### config.mk
export PLATFORM = sky130hd
export DESIGN_NAME = insertion_sorter
export DESIGN_NICKNAME = d
export VERILOG_FILES = /design/src/hdl/ins_sort_pkg.sv /design/src/hdl/ins_sort_dp.sv /design/src/hdl/ins_sort_ctrl.sv /design/src/hdl/insertion_sorter.sv
export SDC_FILE = /design/constraint.sdc
export NUM_CORES = 1
export LEC_CHECK = 0
export BUFFER_PORTS_ARGS = -buffer_cell sky130_fd_sc_hd__buf_2
export CORE_MARGIN = 5
export CORE_UTILIZATION = 40
export DETAILED_ROUTE_END_ITERATION = 12
export PLACE_DENSITY = 0.61
export SYNTH_ARGS = -nofsm -noshare
export SYNTH_HDL_FRONTEND = slang
export SYNTH_HIERARCHICAL = 1
export SYNTH_SLANG_ARGS = --single-unit
### constraint.sdc
create_clock -name clk -period 7 [get_ports clk]
set_input_delay 0.35 -clock clk [delete_from_list [all_inputs] [get_ports clk]]
set_output_delay 0.35 -clock clk [all_outputs]
set_load 0.02 [all_outputs]
### src/hdl/ins_sort_pkg.sv
// Package with the transaction types and controller interface types of the insertion sorter.
package ins_sort_pkg;

  typedef struct packed {
    logic signed [31:0] value;
    logic               last_in;
  } in_item_t;

  typedef struct packed {
    logic signed [31:0] sorted_value;
    logic               last_out;
    logic               overflow;
  } out_item_t;

  typedef enum logic {
    ST_COLLECT,
    ST_EMIT
  } state_t;

  typedef struct packed {
    logic insert;
    logic shift_out;
    logic clear;
  } dp_cmd_t;

  typedef struct packed {
    logic last_one;
  } dp_status_t;

endpackage

### src/hdl/ins_sort_dp.sv
// Datapath of the insertion sorter: compare-and-shift chain, run count and overflow flag.
module ins_sort_dp import ins_sort_pkg::*; #(
  parameter int DEPTH = 8
) (
  input  logic               clk,
  input  logic               rst,
  input  dp_cmd_t            cmd,
  input  logic signed [31:0] value,
  output dp_status_t         status,
  output out_item_t          result
);

  localparam int CW = $clog2(DEPTH + 1);

  logic signed [31:0] store [DEPTH];
  logic signed [31:0] store_next [DEPTH];
  logic [CW-1:0]      count;
  logic [CW-1:0]      count_next;
  logic               overflow_seen;
  logic [DEPTH-1:0]   gt;
  logic               full;
  logic               insert_ok;

  assign full      = (count == CW'(DEPTH));
  assign insert_ok = cmd.insert && !full;

  // Each cell compares the new value with its own entry. Since the chain is sorted, the
  // cells that hold a larger value form a contiguous upper block, which moves up one place.
  for (genvar i = 0; i < DEPTH; i++) begin : g_cell
    logic               prev_gt;
    logic signed [31:0] prev;
    logic signed [31:0] upper;
    logic               place;

    assign gt[i] = (CW'(i) < count) && (store[i] > value);

    if (i == 0) begin : g_first
      assign prev_gt = 1'b0;
      assign prev    = value;
    end else begin : g_rest
      assign prev_gt = gt[i-1];
      assign prev    = store[i-1];
    end

    if (i == DEPTH - 1) begin : g_top
      assign upper = store[i];
    end else begin : g_mid
      assign upper = store[i+1];
    end

    assign place = !prev_gt && (gt[i] || (CW'(i) == count));

    always_comb begin
      store_next[i] = store[i];
      if (cmd.shift_out) begin
        store_next[i] = upper;
      end else if (insert_ok) begin
        if (prev_gt) begin
          store_next[i] = prev;
        end else if (place) begin
          store_next[i] = value;
        end
      end
    end
  end

  always_comb begin
    count_next = count;
    if (cmd.clear) begin
      count_next = '0;
    end else if (cmd.shift_out) begin
      count_next = count - CW'(1);
    end else if (insert_ok) begin
      count_next = count + CW'(1);
    end
  end

  always_ff @(posedge clk) begin
    for (int i = 0; i < DEPTH; i++) begin
      store[i] <= store_next[i];
    end
  end

  always_ff @(posedge clk) begin
    if (rst) begin
      count         <= '0;
      overflow_seen <= 1'b0;
    end else begin
      count <= count_next;
      if (cmd.clear) begin
        overflow_seen <= 1'b0;
      end else if (cmd.insert && full) begin
        overflow_seen <= 1'b1;
      end
    end
  end

  assign status.last_one     = (count == CW'(1));
  assign result.sorted_value = store[0];
  assign result.last_out     = (count == CW'(1));
  assign result.overflow     = overflow_seen;

endmodule

### src/hdl/ins_sort_ctrl.sv
// Controller of the insertion sorter: collects a run, then drains it in order.
module ins_sort_ctrl import ins_sort_pkg::*; (
  input  logic       clk,
  input  logic       rst,
  input  logic       in_valid,
  input  logic       in_last,
  input  logic       out_ready,
  input  dp_status_t status,
  output logic       in_ready,
  output logic       out_valid,
  output dp_cmd_t    cmd
);

  state_t state;
  state_t state_next;

  always_comb begin
    state_next = state;
    case (state)
      ST_COLLECT: begin
        if (in_valid && in_last) begin
          state_next = ST_EMIT;
        end
      end
      ST_EMIT: begin
        if (out_ready && status.last_one) begin
          state_next = ST_COLLECT;
        end
      end
      default: state_next = ST_COLLECT;
    endcase
  end

  always_comb begin
    in_ready      = 1'b0;
    out_valid     = 1'b0;
    cmd           = '0;
    case (state)
      ST_COLLECT: begin
        in_ready   = 1'b1;
        cmd.insert = in_valid;
      end
      ST_EMIT: begin
        out_valid     = 1'b1;
        cmd.shift_out = out_ready;
        cmd.clear     = out_ready && status.last_one;
      end
      default: begin
        in_ready = 1'b0;
      end
    endcase
  end

  always_ff @(posedge clk) begin
    if (rst) begin
      state <= ST_COLLECT;
    end else begin
      state <= state_next;
    end
  end

endmodule

### src/hdl/insertion_sorter.sv
// Top level of the insertion sorter: controller and sorting datapath.
//
// Input channel (in_valid/in_ready/in_item): one signed value per transaction, with
// last_in set on the final value of a run. While a run is being collected, one value
// is taken every cycle; each is inserted into a chain of DEPTH compare-and-shift cells
// in the cycle it is accepted. Values beyond DEPTH in a run are dropped and the run's
// results carry overflow.
// Output channel (out_valid/out_ready/out_item): after the last value is accepted, the
// first result appears in the next cycle, and the stored values follow in ascending order,
// one per cycle while out_ready is high; last_out marks the final one. Equal values keep
// their arrival order.
// A run of N values leaves N stored values or, for an overflowing run, DEPTH; input is
// not accepted while results are being drained, since the drain shifts the same cell
// chain.
// When the receiver stalls, the current result holds until it is taken.
// Reset (rst, synchronous) empties the run and clears the overflow flag.
module insertion_sorter import ins_sort_pkg::*; #(
  parameter int DEPTH = 8
) (
  input  logic      clk,
  input  logic      rst,
  input  logic      in_valid,
  output logic      in_ready,
  input  in_item_t  in_item,
  output logic      out_valid,
  input  logic      out_ready,
  output out_item_t out_item
);

  dp_cmd_t    cmd;
  dp_status_t status;

  ins_sort_ctrl u_ctrl (
    .clk       (clk),
    .rst       (rst),
    .in_valid  (in_valid),
    .in_last   (in_item.last_in),
    .out_ready (out_ready),
    .status    (status),
    .in_ready  (in_ready),
    .out_valid (out_valid),
    .cmd       (cmd)
  );

  ins_sort_dp #(
    .DEPTH (DEPTH)
  ) u_dp (
    .clk    (clk),
    .rst    (rst),
    .cmd    (cmd),
    .value  (in_item.value),
    .status (status),
    .result (out_item)
  );

endmodule

# After elaboration in Yosys (flattened, before gate mapping)
# Memory sizes are Yosys's and may differ from the RTL's.
# Index checks and enable logic that the tools add are counted.
# W data, S select, Z words.
[classes]
add_sub_neg = 2
magnitude_cmp = 16
eq_ne = 9
n_mux = 40
bitwise = 1
reduce_logical = 38
[op_table]
columns = ["op", "count"]
rows = [
  ["$mux W32", 31],
  ["$gt A32 B32 Y1", 8],
  ["$logic_and A1 B1 Y1", 19],
  ["$eq A3 B4 Y1 const A", 4],
  ["$lt A3 B4 Y1 const A", 4],
  ["$eq A2 B4 Y1 const A", 2],
  ["$logic_not A1 Y1", 8],
  ["$logic_or A1 B1 Y1", 8],
  ["$lt A1 B4 Y1 const A", 2],
  ["$lt A2 B4 Y1 const A", 2],
  ["$mux W4", 2],
  ["$mux W1", 5],
  ["$add A4 B1 Y4 const B", 1],
  ["$eq A1 B4 Y1 const A", 1],
  ["$eq A4 B1 Y1 const B", 1],
  ["$eq A4 B4 Y1 const B", 1],
  ["$logic_not A4 Y1", 1],
  ["$sub A4 B1 Y4 const B", 1],
  ["$mux W2", 1],
  ["$pmux W1 S2", 1],
  ["$reduce_bool A2 Y1", 1],
  ["$reduce_or A2 Y1", 1],
  ["$not A1 Y1", 1],
]
[word_totals]
reg_bits = 6
ram_bits = 256
input_bits = 37
output_inout_bits = 36
wordCells = 110
n_memories = 1
[memory_table]
columns = ["name", "words", "word_bits", "read_ports", "rd_clocked_by_memory_dff", "write_ports", "line", "rtl"]
rows = [
  ["u_dp.store", 8, 32, 8, 0, 8, "ins_sort_dp.sv:15", "logic signed [31:0] store [DEPTH];"],
]

# Longest topological paths before layout
# An unclocked memory read counts as a cell.
[depth]
ltp_word = 9
depth_mapped = 12
depth_no_buf = 10

# Cells and area by module
# Netlist, hierarchy kept.
[by_module_without_submodules]
columns = ["module", "instances", "cells_each", "area_per_inst_um2", "seq_area_each_um2"]
rows = [
  ["ins_sort_dp", 1, 1793, 18766.7, 7787.5],
  ["ins_sort_ctrl", 1, 8, 73.8, 20.0],
]

# Least setup slack after synthesis
# No wires, ideal clock.
[synth_path]
kind = "reg-to-reg"
startpoint = "memory u_dp.store[0][14]"
endpoint = "memory u_dp.store[0][0] (enable)"
setup_ps = 466
arrival_ps = 4171
required_ps = 6534
setup_slack_ps = 2364
path_stages_with_launch = 10
n_path_buf = 0
synth_period_minus_slack_ps = 4636
path_cell_list = "edfxtp_1 > ha_1 > nand4_1 > nor4_1 > a21bo_2 > o211ai_1 > a21oi_1 > nor2_1 > a21oi_1 > o21ai_0"
[synth_lines]
columns = ["element", "line"]
rows = [
  ["from (decl)", "ins_sort_dp.sv:15"],
]

==> flow_summary.toml <==
[power_and_ir_drop]
leakage_nw = 8.44
peakVddDrop_uv = 157
p_sw_share_pct = 33.6
p_sw_mw = 1.78
p_int_mw = 3.52
combPwrFrac_pct = 26.6
p_seq_share_pct = 41.6
pwr-share-clk_pct = 31.8
p_per_area_nw_per_um2 = 254

[cells_and_area]
drive_gt1_share_pct = 10.4
nFillCells = 4338
final_cell_mix = "261 x ha_1, 256 x edfxtp_1, 216 x nand2_1"
final_nets = 2137
instances_no_fill = 2473
area_growth_pct = 10.7
final_common_cell = "ha_1"

[drt]
dr.pass1.iters = 7
viasPerCell = 6.11
ant_nets = 0
vias = 15114
drt-initial-drc-count = 1750
drc = 0
wl_per_cell_um = 24.8
routed_wl_um = 61400

[yosys]
yosys_warnings = 6
synth_nets = 2099
synth_edf_count = 256
synth_cells = 1801
async_reset_ff_share_pct = 0
synthMuxAreaShare_pct = 8.78
synth-simple-area-share_pct = 10.2
synth_flop_cell = "edfxtp_1"
synth_xor_area_share_pct = 0.139
synth_cell_type_count = 65
synth.avg_cell_area_um2 = 10.5
synth_top_family_by_area = "compound AO/OA/AOI/OAI gates"
synth_fa_ha_area_share_pct = 17.3
netlist_area_um2 = 18800
ys_seq_area_share_pct = 41.4
synth_compound_area_share_pct = 18.4
ys_ff_latch = 262

[setup_path]
cp-startpoint = "u_dp/store[1][30]"
cp_max_fo = 21
crit_arrival_ns = 4.66
critPathCaptureType = "flop"
crit_type = "flop to flop"
critPathLaunchType = "flop"
rr_startpoint = "u_dp/store[1][30]"
rr_worst_depth = 10
cp.required_ns = 7.22

[outcome]
outcome = "completed"

[floorplanning]
die_x_um = 227
dieHeight_um = 227
ioPinCount = 73
initial_core_util_pct = 40.5
coreArea_um2 = 46600
rows = 79
fp.dieArea_um2 = 51500

[min_path]
hold_start = "rst"
hold_path_class = "primary input to flop"
hold_depth = 2

[sta]
setup_tns_ns = 0
max_freq_mhz = 225
hold_violations = 0
finalCritPeriodShare_pct = 63.5
rsz0062_at_grt = "no"
setup_violations = 0
period_minus_slack_ns = 4.44
maxSlewViolCount = 0
fin_skew_ns = 0.0150
slew_headroom_pct = 21.0
worst_pin_slew_ns = 1.18

[grt]
grt_max_degree = 228
grtUsageTotal_pct = 23.3
antenna_found_initial = 1
grt_pass1_wl_um = 92000
grt_overflow = 0
first_global_vias = 14457

[clock_tree]
cts.clk_slew.worst_paths_ns = 0.06
post_cts_resized = 0
h-tree-depth = 2
post_cts_buffers = 0
hold_buffers = 0
cts_inserted_buffers = 34
cts_root_buf = "clkbuf_16"
cts_tree = "done"
clockBufferDepth = 3
clkLatencyLatePin_ns = 0.54
cts_sinks = 262

[placement]
gp_congestion = 0.899
io_buffers = 72
placed_cells = 2410
hpwl_um = 43100

[run]
maxCapViolCount = 0
## power groups by stage
stage | sequential, mW | combinational, mW | clock (mW)
after floorplan | 2.17 | 0.938 | 0
after global placement | 2.23 | 1.35 | 0
after detailed placement | 2.23 | 1.39 | 0
after CTS | 2.20 | 1.40 | 1.73
after global routing | 2.22 | 1.54 | 1.78
final | 2.21 | 1.41 | 1.69
## metrics by stage
stage | hold WS [ns] | worst slack, ns | total power [mW] | utilization (%) | cell area (µm²)
2_1_floorplan | 0.412 | 2.36 | 3.11 | - | 18800
3_3_place_gp | 0.499 | 2.33 | 3.59 | 42.5 | 19800
3_5_place_dp | 0.516 | 2.24 | 3.62 | 42.5 | 19800
4_1_cts | 0.0562 | 2.50 | 5.33 | 44.8 | 20900
5_1_grt | 0.0991 | 2.42 | 5.53 | 44.8 | 20900
6_report | 0.0875 | 2.56 | 5.31 | 44.8 | 20900
## logic make-up (layout without fill, tap and decap cells)
kind of cell / after synthesis / in the layout
compound gates: 564 / 564
simple gates: 400 / 400
flops: 262 / 262
fa+ha+maj: 261 / 261
mux: 161 / 161
buf+inv: 150 / 214
xor+xnor: 3 / 3
other cells: 0 / 1
## layer usage
| layer | part of all wire [%] | routed length, µm | vias up | global-route usage (%) |
|---|---|---|---|---|
| li1 | - | - | 6987 | - |
| met1 | 45 | 27500 | 7354 | 34.1 |
| met2 | 45 | 27300 | 665 | 36.4 |
| met3 | 7.7 | 4730 | 106 | 2.77 |
| met4 | 2.9 | 1800 | 2 | 7.14 |
| met5 | 0.016 | 10 | - | 0 |
## sequential cells by signal, indices dropped and copies added, names as in the netlist
| signal | cells |
|---|---|
| u_ctrl/state | 1 |
| u_dp/overflow_seen | 1 |
| u_dp/store | 256 |
| u_dp/count | 4 |
## critical path: stages, from the launching register on
cell	delay, ns
edfxtp_1	0.49
ha_1	0.36
nand4_1	0.10
nor2_1	0.24
nand2_1	0.10
nor4_1	0.74
o41ai_1	0.30
a31oi_4	0.24
nand2_1	0.16
a31oi_4	0.97
buf_4	0.41
## Yosys cell counts (all sizes together), types with 5 or more instances
cell type,count,area (µm²)
dfxtp,6,120
nand2,216,811
nand2b,37,231
o21a,5,37.5
mux2i,130,1310
nand3,17,85.1
buf,33,268
o211ai,10,75.1
o21ai,195,980
mux2,31,349
nand4,51,319
ha,261,3270
a31oi,43,269
inv,57,214
nor4,10,62.6
a221oi,5,43.8
a2bb2oi,64,561
clkbuf,60,225
a211oi,9,85.1
a21o,68,510
nor3,10,50.1
nor2b,10,62.6
a21oi,143,719
nor2,23,86.3
edfxtp,256,7690
and4,6,52.6
## final timing paths
check / to / slack [ns]
setup / recovery: u_dp/store[1][12] / 2.56
hold / removal: u_ctrl/state / 0.09
setup reg to reg: u_dp/store[1][12] / 2.56
hold reg to reg: u_dp/overflow_seen / 0.52
## area by class of cell
class | instances | area, µm² | share of cell area, %
Multi-Input combinational cell | 1389 | 10500 | 50.2
Timing Repair Buffer | 95 | 546 | 2.61
Sequential cell | 262 | 7810 | 37.4
Inverter | 57 | 214 | 1.03
Clock buffer | 46 | 960 | 4.60
Tap cell | 607 | 759 | 3.64
Antenna cell | 1 | 2.50 | 0.0120
Clock inverter | 16 | 97.6 | 0.468
Power figures use the tool's default switching activity.
